`src/rtl/arlp_pkg.sv`:
```
// ----------------------------------------------------------------------------
// Readahead level policy package
// Shared widths, reset values and register indexes for the readahead block.
// ----------------------------------------------------------------------------
`timescale 1ns / 1ps

package arlp_pkg;

  // Field widths of the request and result items.
  localparam int LEVEL_W   = 4;
  localparam int LEN_W     = 32;
  localparam int BUF_W     = 40;
  localparam int BASE_W    = 25;
  localparam int WIN_W     = 48;
  localparam int RA_W      = 39;
  localparam int OUT_CNT_W = 32;

  // Default widths of the offset path and the read counters.
  localparam int OFFSET_BITS_DEF = 48;
  localparam int COUNT_BITS_DEF  = 32;

  // Largest readahead size: base shifted by two bits per level above one.
  localparam int SHIFT_W = LEVEL_W + 1;
  localparam int SIZE_W  = BASE_W + 2 * ((1 << LEVEL_W) - 2);

  // Divisor of the pressure threshold is twice the level.
  localparam int DIV_W = LEVEL_W + 1;

  // Result item layout.
  localparam int OUT_FIELDS_W = LEVEL_W + RA_W + 1 + 3 * OUT_CNT_W;
  localparam int OUT_DATA_W   = ((OUT_FIELDS_W + 7) / 8) * 8;

  // Configuration port.
  localparam int CFG_IDX_W  = 2;
  localparam int CFG_DATA_W = WIN_W;

  localparam logic [CFG_IDX_W-1:0] REG_BASE_SIZE  = 2'd0;
  localparam logic [CFG_IDX_W-1:0] REG_SEQ_WINDOW = 2'd1;
  localparam logic [CFG_IDX_W-1:0] REG_MAX_LEVEL  = 2'd2;

  // Register values after reset.
  localparam logic [BASE_W-1:0]  BASE_SIZE_RST  = 25'd1048576;
  localparam logic [WIN_W-1:0]   SEQ_WINDOW_RST = 48'd2097152;
  localparam logic [LEVEL_W-1:0] MAX_LEVEL_RST  = 4'd4;

endpackage

```
`src/rtl/arlp_sadd.sv`:
```
// ----------------------------------------------------------------------------
// Bit-serial adder cell
// Adds or subtracts two operands one bit per cycle while enabled, least significant first.
// ----------------------------------------------------------------------------
`timescale 1ns / 1ps

module arlp_sadd (
  input  logic clk,
  input  logic rst,
  input  logic clr,
  input  logic en,
  input  logic sub,
  input  logic a,
  input  logic b,
  output logic sum,
  output logic carry
);

  logic bx;

  // For subtraction the second operand is inverted and the carry starts at one.
  assign bx  = b ^ sub;
  assign sum = a ^ bx ^ carry;

  always_ff @(posedge clk) begin
    if (rst) begin
      carry <= 1'b0;
    end else if (clr) begin
      carry <= sub;
    end else if (en) begin
      carry <= (a & bx) | (a & carry) | (bx & carry);
    end
  end

endmodule

```
`src/rtl/arlp_div.sv`:
```
// ----------------------------------------------------------------------------
// Serial restoring divider
// Divides a wide dividend by a narrow divisor, one quotient bit per cycle.
// ----------------------------------------------------------------------------
`timescale 1ns / 1ps

module arlp_div import arlp_pkg::*; #(
  parameter int N = BUF_W,
  parameter int D = DIV_W
) (
  input  logic         clk,
  input  logic         rst,
  input  logic         start,
  input  logic [N-1:0] dividend,
  input  logic [D-1:0] divisor,
  output logic         done,
  output logic [N-1:0] quotient
);

  localparam int CntW = $clog2(N + 1);

  logic            busy;
  logic [CntW-1:0] cnt;
  logic [D-1:0]    rem;
  logic [D-1:0]    dvs;
  logic [D:0]      trial;
  logic            fits;

  // Bring down the next dividend bit and try the subtraction.
  assign trial = {rem, quotient[N-1]};
  assign fits  = trial >= {1'b0, dvs};

  always_ff @(posedge clk) begin
    if (rst) begin
      busy <= 1'b0;
      done <= 1'b0;
      cnt  <= '0;
    end else begin
      done <= 1'b0;
      if (start) begin
        busy <= 1'b1;
        cnt  <= CntW'(N);
      end else if (busy) begin
        cnt <= cnt - CntW'(1);
        if (cnt == CntW'(1)) begin
          busy <= 1'b0;
          done <= 1'b1;
        end
      end
    end
  end

  // The dividend shifts out of the top while quotient bits enter at the bottom.
  always_ff @(posedge clk) begin
    if (start) begin
      quotient <= dividend;
      rem      <= '0;
      dvs      <= divisor;
    end else if (busy) begin
      quotient <= {quotient[N-2:0], fits};
      rem      <= fits ? D'(trial - {1'b0, dvs}) : trial[D-1:0];
    end
  end

endmodule

```
`src/rtl/adaptive_readahead_level_policy.sv`:
```
// ----------------------------------------------------------------------------
// Adaptive readahead level policy: one result per read request.
// The bit-serial offset scan runs for every request; the threshold divider runs as well
// when the level after the scan is above one.
// One request at a time: a new request can be taken in the cycle in which the result appears.
// Synchronous reset restores the registers to their defaults and clears the state.
// ----------------------------------------------------------------------------
`timescale 1ns / 1ps

module adaptive_readahead_level_policy import arlp_pkg::*; #(
  parameter int OFFSET_BITS = OFFSET_BITS_DEF,
  parameter int COUNT_BITS  = COUNT_BITS_DEF
) (
  input  logic                  clk,
  input  logic                  rst,
  // Fields from bit 0: read_offset, read_len, buffer_used, buffer_total.
  input  logic                  s_tvalid,
  output logic                  s_tready,
  input  logic [((OFFSET_BITS + LEN_W + 2 * BUF_W + 7) / 8) * 8 - 1:0] s_tdata,
  // Fields from bit 0: new_level, readahead_bytes, was_sequential,
  // total_reads, sequential_reads, random_reads.
  output logic                  m_tvalid,
  input  logic                  m_tready,
  output logic [OUT_DATA_W-1:0] m_tdata,
  input  logic                  cfg_valid,
  output logic                  cfg_ready,
  input  logic [CFG_IDX_W-1:0]  cfg_index,
  input  logic [CFG_DATA_W-1:0] cfg_data
);

  localparam int ScanBits = (OFFSET_BITS + 1 > SIZE_W) ? OFFSET_BITS + 1 : SIZE_W;
  localparam int CntW     = $clog2(ScanBits);
  localparam int LenLo    = OFFSET_BITS;
  localparam int UsedLo   = OFFSET_BITS + LEN_W;
  localparam int TotalLo  = OFFSET_BITS + LEN_W + BUF_W;

  localparam logic [2:0] ST_IDLE   = 3'd0;
  localparam logic [2:0] ST_SCAN   = 3'd1;
  localparam logic [2:0] ST_DECIDE = 3'd2;
  localparam logic [2:0] ST_DIV    = 3'd3;
  localparam logic [2:0] ST_FINISH = 3'd4;

  logic [2:0]             state;
  logic [CntW-1:0]        cnt;

  // Configuration registers.
  logic [BASE_W-1:0]      base_size;
  logic [WIN_W-1:0]       seq_window;
  logic [LEVEL_W-1:0]     max_level;

  // Policy state.
  logic [LEVEL_W-1:0]     cur_level;
  logic [OFFSET_BITS-1:0] seq_bytes;
  logic [OFFSET_BITS-1:0] prev_offset;
  logic [COUNT_BITS-1:0]  count_all;
  logic [COUNT_BITS-1:0]  count_seq;
  logic [COUNT_BITS-1:0]  count_rand;

  // Operand shift registers and per-request flags.
  logic [OFFSET_BITS-1:0] off_sr;
  logic [LEN_W-1:0]       len_sr;
  logic [WIN_W-1:0]       win_sr;
  logic [BASE_W-1:0]      base_sr;
  logic [BUF_W-1:0]       used_r;
  logic [BUF_W-1:0]       total_r;
  logic                   neq;
  logic                   nz;
  logic                   size_hi;
  logic                   ovf;
  logic                   was_seq;
  logic                   press_chk;

  // Serial bit streams.
  logic                   lo;
  logic                   off_b;
  logic                   prev_b;
  logic                   seq_b;
  logic [SHIFT_W-1:0]     sh;
  logic                   size_on;
  logic                   size_b;
  logic                   d1_s;
  logic                   d1_c;
  logic                   d2_s;
  logic                   c1_c;
  logic                   c2_c;
  logic                   sq_s;
  logic                   np_s;
  logic                   ge_c;
  logic                   accept;

  // Decision after the scan.
  logic                   in_win;
  logic                   ge;
  logic [OFFSET_BITS-1:0] seq_sat;
  logic [LEVEL_W-1:0]     lvl_d;
  logic [OFFSET_BITS-1:0] seq_d;
  logic                   zeroed;

  // Pressure check and result.
  logic                   div_start;
  logic                   div_done;
  logic [BUF_W-1:0]       quot;
  logic [BUF_W:0]         thr;
  logic                   pressure;
  logic [LEVEL_W-1:0]     lvl_f;
  logic [SHIFT_W-1:0]     sh_f;
  logic [SIZE_W-1:0]      size_f;
  logic [RA_W-1:0]        ra_f;
  logic                   out_free;
  logic [OUT_CNT_W-1:0]   all_o;
  logic [OUT_CNT_W-1:0]   seq_o;
  logic [OUT_CNT_W-1:0]   rand_o;

  assign s_tready  = (state == ST_IDLE);
  assign accept    = s_tvalid && s_tready;
  assign cfg_ready = 1'b1;
  assign out_free  = !m_tvalid || m_tready;

  // Configuration writes.
  always_ff @(posedge clk) begin
    if (rst) begin
      base_size  <= BASE_SIZE_RST;
      seq_window <= SEQ_WINDOW_RST;
      max_level  <= MAX_LEVEL_RST;
    end else if (cfg_valid) begin
      unique case (cfg_index)
        REG_BASE_SIZE:  base_size  <= cfg_data[BASE_W-1:0];
        REG_SEQ_WINDOW: seq_window <= cfg_data[WIN_W-1:0];
        REG_MAX_LEVEL:  max_level  <= cfg_data[LEVEL_W-1:0];
        default: ;
      endcase
    end
  end

  // Bit streams fed to the serial cells, least significant bit first.
  assign lo      = cnt < CntW'(OFFSET_BITS);
  assign off_b   = off_sr[0];
  assign prev_b  = lo & prev_offset[0];
  assign seq_b   = lo & seq_bytes[0];
  assign sh      = {LEVEL_W'(cur_level - LEVEL_W'(1)), 1'b0};
  assign size_on = (cur_level != '0) && (cnt >= CntW'(sh));
  assign size_b  = size_on & base_sr[0];

  // Offset distance in both directions, each compared with the window.
  arlp_sadd u_d1 (
    .clk(clk), .rst(rst), .clr(accept), .en(state == ST_SCAN), .sub(1'b1),
    .a(off_b), .b(prev_b), .sum(d1_s), .carry(d1_c)
  );
  arlp_sadd u_d2 (
    .clk(clk), .rst(rst), .clr(accept), .en(state == ST_SCAN), .sub(1'b1),
    .a(prev_b), .b(off_b), .sum(d2_s), .carry()
  );
  arlp_sadd u_c1 (
    .clk(clk), .rst(rst), .clr(accept), .en(state == ST_SCAN), .sub(1'b1),
    .a(win_sr[0]), .b(d1_s), .sum(), .carry(c1_c)
  );
  arlp_sadd u_c2 (
    .clk(clk), .rst(rst), .clr(accept), .en(state == ST_SCAN), .sub(1'b1),
    .a(win_sr[0]), .b(d2_s), .sum(), .carry(c2_c)
  );

  // Sequential byte count plus length, and the offset after the read.
  arlp_sadd u_sq (
    .clk(clk), .rst(rst), .clr(accept), .en(state == ST_SCAN), .sub(1'b0),
    .a(seq_b), .b(len_sr[0]), .sum(sq_s), .carry()
  );
  arlp_sadd u_np (
    .clk(clk), .rst(rst), .clr(accept), .en(state == ST_SCAN), .sub(1'b0),
    .a(off_b), .b(len_sr[0]), .sum(np_s), .carry()
  );

  // Updated byte count against the readahead size of the current level.
  arlp_sadd u_ge (
    .clk(clk), .rst(rst), .clr(accept), .en(state == ST_SCAN), .sub(1'b1),
    .a(sq_s), .b(size_b), .sum(), .carry(ge_c)
  );

  // Level decision once every bit has been scanned.
  always_comb begin
    in_win  = d1_c ? c1_c : c2_c;
    seq_sat = ovf ? '1 : seq_bytes;
    ge      = ovf ? !size_hi : ge_c;
    lvl_d   = cur_level;
    seq_d   = in_win ? seq_sat : '0;
    zeroed  = 1'b0;
    if (!neq) begin
      if (!nz) begin
        lvl_d = LEVEL_W'(1);
        seq_d = '0;
      end else if ((cur_level < max_level) && ge) begin
        lvl_d = cur_level + LEVEL_W'(1);
        seq_d = '0;
      end
    end else if (!in_win) begin
      if (cur_level != '0) begin
        lvl_d  = cur_level - LEVEL_W'(1);
        zeroed = (cur_level == LEVEL_W'(1));
      end
      seq_d = '0;
    end
  end

  assign div_start = (state == ST_DECIDE) && (lvl_d > LEVEL_W'(1));

  // Quotient of buffer_total by twice the level.
  arlp_div #(
    .N(BUF_W),
    .D(DIV_W)
  ) u_div (
    .clk      (clk),
    .rst      (rst),
    .start    (div_start),
    .dividend (total_r),
    .divisor  ({lvl_d, 1'b0}),
    .done     (div_done),
    .quotient (quot)
  );

  // Buffer pressure and the readahead size of the final level.
  always_comb begin
    thr      = {2'b00, total_r[BUF_W-1:1]} + {1'b0, quot};
    pressure = press_chk && ({1'b0, used_r} > thr);
    lvl_f    = pressure ? cur_level - LEVEL_W'(1) : cur_level;
    sh_f     = {LEVEL_W'(lvl_f - LEVEL_W'(1)), 1'b0};
    size_f   = (lvl_f == '0) ? '0 : (SIZE_W'(base_size) << sh_f);
    ra_f     = (|size_f[SIZE_W-1:RA_W]) ? '1 : size_f[RA_W-1:0];
  end

  // Counters leave through the fixed result width.
  generate
    if (COUNT_BITS >= OUT_CNT_W) begin : g_cnt_trunc
      assign all_o  = count_all[OUT_CNT_W-1:0];
      assign seq_o  = count_seq[OUT_CNT_W-1:0];
      assign rand_o = count_rand[OUT_CNT_W-1:0];
    end else begin : g_cnt_ext
      assign all_o  = {{(OUT_CNT_W - COUNT_BITS){1'b0}}, count_all};
      assign seq_o  = {{(OUT_CNT_W - COUNT_BITS){1'b0}}, count_seq};
      assign rand_o = {{(OUT_CNT_W - COUNT_BITS){1'b0}}, count_rand};
    end
  endgenerate

  // Sequencer and policy state.
  always_ff @(posedge clk) begin
    if (rst) begin
      state       <= ST_IDLE;
      cnt         <= '0;
      cur_level   <= '0;
      seq_bytes   <= '0;
      prev_offset <= '0;
      count_all   <= '0;
      count_seq   <= '0;
      count_rand  <= '0;
      m_tvalid    <= 1'b0;
      press_chk   <= 1'b0;
    end else begin
      // A new result may replace one that leaves in the same cycle.
      if ((state == ST_FINISH) && out_free) begin
        m_tvalid <= 1'b1;
      end else if (m_tready) begin
        m_tvalid <= 1'b0;
      end
      unique case (state)
        ST_IDLE: begin
          if (s_tvalid) begin
            cnt   <= '0;
            state <= ST_SCAN;
          end
        end
        ST_SCAN: begin
          if (lo) begin
            prev_offset <= {np_s, prev_offset[OFFSET_BITS-1:1]};
            seq_bytes   <= {sq_s, seq_bytes[OFFSET_BITS-1:1]};
          end
          cnt <= cnt + CntW'(1);
          if (cnt == CntW'(ScanBits - 1)) begin
            state <= ST_DECIDE;
          end
        end
        ST_DECIDE: begin
          cur_level <= lvl_d;
          seq_bytes <= seq_d;
          if (zeroed) begin
            prev_offset <= '0;
          end
          count_all <= count_all + COUNT_BITS'(1);
          if (in_win) begin
            count_seq <= count_seq + COUNT_BITS'(1);
          end else begin
            count_rand <= count_rand + COUNT_BITS'(1);
          end
          press_chk <= div_start;
          state     <= div_start ? ST_DIV : ST_FINISH;
        end
        ST_DIV: begin
          if (div_done) begin
            state <= ST_FINISH;
          end
        end
        ST_FINISH: begin
          if (out_free) begin
            cur_level <= lvl_f;
            if (pressure) begin
              seq_bytes <= '0;
            end
            state <= ST_IDLE;
          end
        end
        default: state <= ST_IDLE;
      endcase
    end
  end

  // Operand shift registers and scan flags.
  always_ff @(posedge clk) begin
    if (accept) begin
      off_sr  <= s_tdata[OFFSET_BITS-1:0];
      len_sr  <= s_tdata[LenLo +: LEN_W];
      used_r  <= s_tdata[UsedLo +: BUF_W];
      total_r <= s_tdata[TotalLo +: BUF_W];
      win_sr  <= seq_window;
      base_sr <= base_size;
      neq     <= 1'b0;
      nz      <= 1'b0;
      size_hi <= 1'b0;
      ovf     <= 1'b0;
    end else if (state == ST_SCAN) begin
      off_sr <= {1'b0, off_sr[OFFSET_BITS-1:1]};
      len_sr <= {1'b0, len_sr[LEN_W-1:1]};
      win_sr <= {1'b0, win_sr[WIN_W-1:1]};
      neq    <= neq | (off_b ^ prev_b);
      nz     <= nz | off_b;
      if (size_on) begin
        base_sr <= {1'b0, base_sr[BASE_W-1:1]};
      end
      if (size_b && !lo) begin
        size_hi <= 1'b1;
      end
      if (cnt == CntW'(OFFSET_BITS)) begin
        ovf <= sq_s;
      end
    end
  end

  // Result register.
  always_ff @(posedge clk) begin
    if (state == ST_DECIDE) begin
      was_seq <= in_win;
    end
    if ((state == ST_FINISH) && out_free) begin
      m_tdata <= OUT_DATA_W'({rand_o, seq_o, all_o, was_seq, ra_f, lvl_f});
    end
  end

endmodule

```
`config.mk`:
```
export PLATFORM = sky130hd
export DESIGN_NAME = adaptive_readahead_level_policy
export DESIGN_NICKNAME = d
export VERILOG_FILES = /design/src/rtl/arlp_pkg.sv /design/src/rtl/arlp_sadd.sv /design/src/rtl/arlp_div.sv /design/src/rtl/adaptive_readahead_level_policy.sv
export SDC_FILE = /design/constraint.sdc
export NUM_CORES = 1
export LEC_CHECK = 0
export CORE_MARGIN = 1
export CORE_UTILIZATION = 45
export DETAILED_ROUTE_END_ITERATION = 7
export DONT_BUFFER_PORTS = 1
export GPL_ROUTABILITY_DRIVEN = 0
export HOLD_SLACK_MARGIN = 0.12
export PLACE_DENSITY = 0.63
export SKIP_CTS_REPAIR_TIMING = 1
export SYNTH_ARGS = -nofsm -noshare
export SYNTH_HDL_FRONTEND = slang
export SYNTH_SLANG_ARGS = --single-unit
```
`constraint.sdc`:
```
create_clock -name clk -period 15 [get_ports clk]
set_input_delay 0.75 -clock clk [delete_from_list [all_inputs] [get_ports clk]]
set_output_delay 0.75 -clock clk [all_outputs]
set_load 0.005 [all_outputs]
```
==> flow_metrics.env <==
export IMPL_cp_max_fo=35
export IMPL_rrSetupSlack_ns=3.91
export IMPL_finalHoldViolCount=0
export IMPL_io_buffers=0
export IMPL_syn_area_per_cell_um2=9.77
export IMPL_sw_frac_of_total=0.278
export IMPL_start_util=0.457
export IMPL_crit_required_ns=15.29
export IMPL_hold_end="used_r[19]$_DFFE_PP_"
export IMPL_regToRegStartpoint="total_r[2]$_DFFE_PP_"
export IMPL_max_freq_mhz=90.2
export IMPL_relSlewSlack=0.221
export IMPL_drv_cap=0
export IMPL_cts_buffer_depth=3
export IMPL_clkPwrFrac=0.369
export IMPL_rsz0062_at_grt="no"
export IMPL_combPwrFrac=0.158
export IMPL_period_share=0.739
export IMPL_holdCritPathClass="in2reg"
export IMPL_cp_slowest_cell="nor4_2"
export IMPL_clk_latency_ns=0.63
export IMPL_total_leakage_power_nw=13.4
export IMPL_syn_inst=3351
export IMPL_whs_path_depth=0
export IMPL_finalSetupViolations=0
export IMPL_fin_setup_tns_ns=0
export IMPL_cts_sinks=726
export IMPL_fill_cells=6526
export IMPL_yosysSeqAreaShare=0.572
export IMPL_dr_pass1_iters=5
export IMPL_report_final_slew_viol_count=0
export IMPL_viasPerCell=5.39
export IMPL_ir_drop_uv=99.6
export IMPL_first_iter_violations=1680
export IMPL_wirelength_mm=75.1
export IMPL_dp_hpwl_mm=49.4
export IMPL_status="complete, no violations"
export IMPL_vias=23200
export IMPL_criticalPathCategory="reg2reg"
export IMPL_syn_cell_area_um2=32700
export IMPL_end_kind="flop"
export IMPL_drc=0
export IMPL_r2r_end="m_tdata[33]$_SDFFCE_PP1P_"
export IMPL_ys_flop_type="edfxtp_1"
export IMPL_hold_start="s_tdata[99]"
export IMPL_clk_pin_slew_worst_paths_ns=0.06
export IMPL_htreeDepth=3
export IMPL_ys_ff_latch=726
export IMPL_fp_row_count=98
export IMPL_fp_dieH_um=272
export IMPL_drt_wirelength_per_cell_um=17.5
export IMPL_period_needed_ns=11.09
export IMPL_area_growth_pct=10.0
export IMPL_grt_overflow=0
export IMPL_skew_ns=0.0357
export IMPL_cts_buffers=77
export IMPL_r2r_cells=29
export IMPL_synth_area_top_cells="edfxtp_1 38%, dfxtp_1 19%, nand2_1 10%, a21oi_1 5.1%, ha_1 3.9%"
export IMPL_cpPeakStageDelay_ns=1.02
export IMPL_final_cell_mix="889 x nand2_1, 418 x edfxtp_1, 335 x a21oi_1, 308 x dfxtp_1, 291 x nor2_1"
export IMPL_core_um2=71700
export IMPL_startpoint_type="flop"
export IMPL_internal_power_w=0.00368
export IMPL_pwr_share_seq=0.473
export IMPL_synth_top_area_frac=0.383
export IMPL_worstPathArrival_ns=11.38
export IMPL_powerDensity_nw_per_um2=142
export IMPL_grt_pass1_wl_mm=118
export IMPL_die_width_um=272
export IMPL_cts_tree="built"
export IMPL_cts_root_buffer="clkbuf_16"
export IMPL_switching_power_w=0.00142
export IMPL_dieArea_um2=73900
export IMPL_grt_use_total=0.197
export IMPL_yosysWarningCount=0
export IMPL_antenna_found_initial=7
export IMPL_nNetsFinal=3601
export IMPL_ys_types=93
export IMPL_io_pins=362
export IMPL_yosysTopAreaCell="edfxtp_1"
export IMPL_whs_ns=0.216
export IMPL_synth_edf_count=418
export IMPL_grt_pass1_vias=21400
export IMPL_tightestPinTransition_ns=1.16
export IMPL_ant_nets=0
export IMPL_drive_gt1_frac=0.0601
export IMPL_grt_max_degree=296
export IMPL_async_flop_share=0
export IMPL_final_common_cell="nand2_1"
[synthesized netlist by cell type (all sizes together) (23+ instances only)]
master / instances
dfxtp: 308
buf: 33
nand4: 28
edfxtp: 418
clkbuf: 146
xor2: 77
inv: 56
xnor2: 52
a21oi: 337
or3: 23
nor3: 72
ha: 103
mux2i: 34
nand3: 104
o21ai: 73
and3: 28
nor2: 295
nand2: 895
a21o: 33
[worst max path at each step]
stage | slack [ns] | from | endpoint | cells after the start
after global placement | 4.37 | total_r[2]$_DFFE_PP_ | m_tdata[33]$_SDFFCE_PP1P_ | 29
final | 3.91 | total_r[2]$_DFFE_PP_ | m_tdata[33]$_SDFFCE_PP1P_ | 29
after global routing | 3.00 | total_r[2]$_DFFE_PP_ | m_tdata[33]$_SDFFCE_PP1P_ | 30
after detailed placement | 4.09 | total_r[2]$_DFFE_PP_ | m_tdata[33]$_SDFFCE_PP1P_ | 29
after CTS | 4.01 | total_r[2]$_DFFE_PP_ | m_tdata[33]$_SDFFCE_PP1P_ | 29
after floorplan | 6.72 | total_r[2]$_DFFE_PP_ | m_tdata[4]$_SDFFCE_PP1P_ | 32
[power groups by stage]
stage	registers (W)	clock network, W	logic (W)
2_1_floorplan	0.00243	0	0.000641
3_3_place_gp	0.00245	0	0.000796
3_5_place_dp	0.00245	0	0.000804
4_1_cts	0.00241	0.00193	0.000810
5_1_grt	0.00243	0.00200	0.000906
6_report	0.00241	0.00188	0.000808
[cell families (layout without fill, tap and decap cells)]
family	after synthesis	count (layout)	share of synthesized area
other cells	2	9	0.000229
simple gates	1511	1511	0.194
fa+ha+maj	110	110	0.0433
flops	726	726	0.572
mux	48	48	0.0177
buf+inv	235	223	0.0290
xor+xnor	129	129	0.0351
compound gates	590	590	0.109
[state kept, by name, indices dropped and copies added (netlist names), 25 cells and up]
register	flops
count_seq	32
off_sr	48
count_rand	32
base_sr	25
used_r	40
seq_window	48
m_tdata	140
base_size	25
u_div.quotient	40
seq_bytes	48
win_sr	48
all_o	32
len_sr	32
prev_offset	48
total_r	40
[metal layers]
metal,track usage,up-vias,share of wire,routed length (um)
met3,0.0434,111,0.067,5050
met1,0.266,11000,0.45,33500
li1,-,11500,-,-
met4,0.0634,4,0.023,1740
met5,0,-,0.00028,21
met2,0.316,596,0.46,34900
[critical path: cells and delay by family, from the launching register on]
kind / cells / cell delay, ns
and+or+nand+nor: 9 / 2.88
DFF: 1 / 0.44
adders and majority gates: 3 / 0.90
xor gates and xnor gates: 3 / 1.36
AOI/OAI and AO/OA: 14 / 5.18
[final cells by class]
type	instances	area (um2)	share of cell area
diodes	4	10.0	0.000278
clock buffers	116	2270	0.0629
clock inverters	28	282	0.00781
inverters	56	220	0.00611
multi-input cells	2393	13200	0.365
flip-flops and latches	726	18700	0.520
well taps	950	1190	0.0330
repair buffers	23	185	0.00514
[per-stage QoR]
stage          cells  worst slack [ns]   util  instance area (um2)  power [W]
2_1_floorplan   3354              6.72      -                32800    0.00308
3_3_place_gp    4148              4.37  0.467                33500    0.00324
3_5_place_dp    4148              4.09  0.467                33500    0.00326
4_1_cts         4292              4.01  0.502                36000    0.00515
5_1_grt         4294              3.00  0.502                36000    0.00534
6_report        4296              3.91  0.502                36000    0.00510
Power figures use the tool's default switching activity.
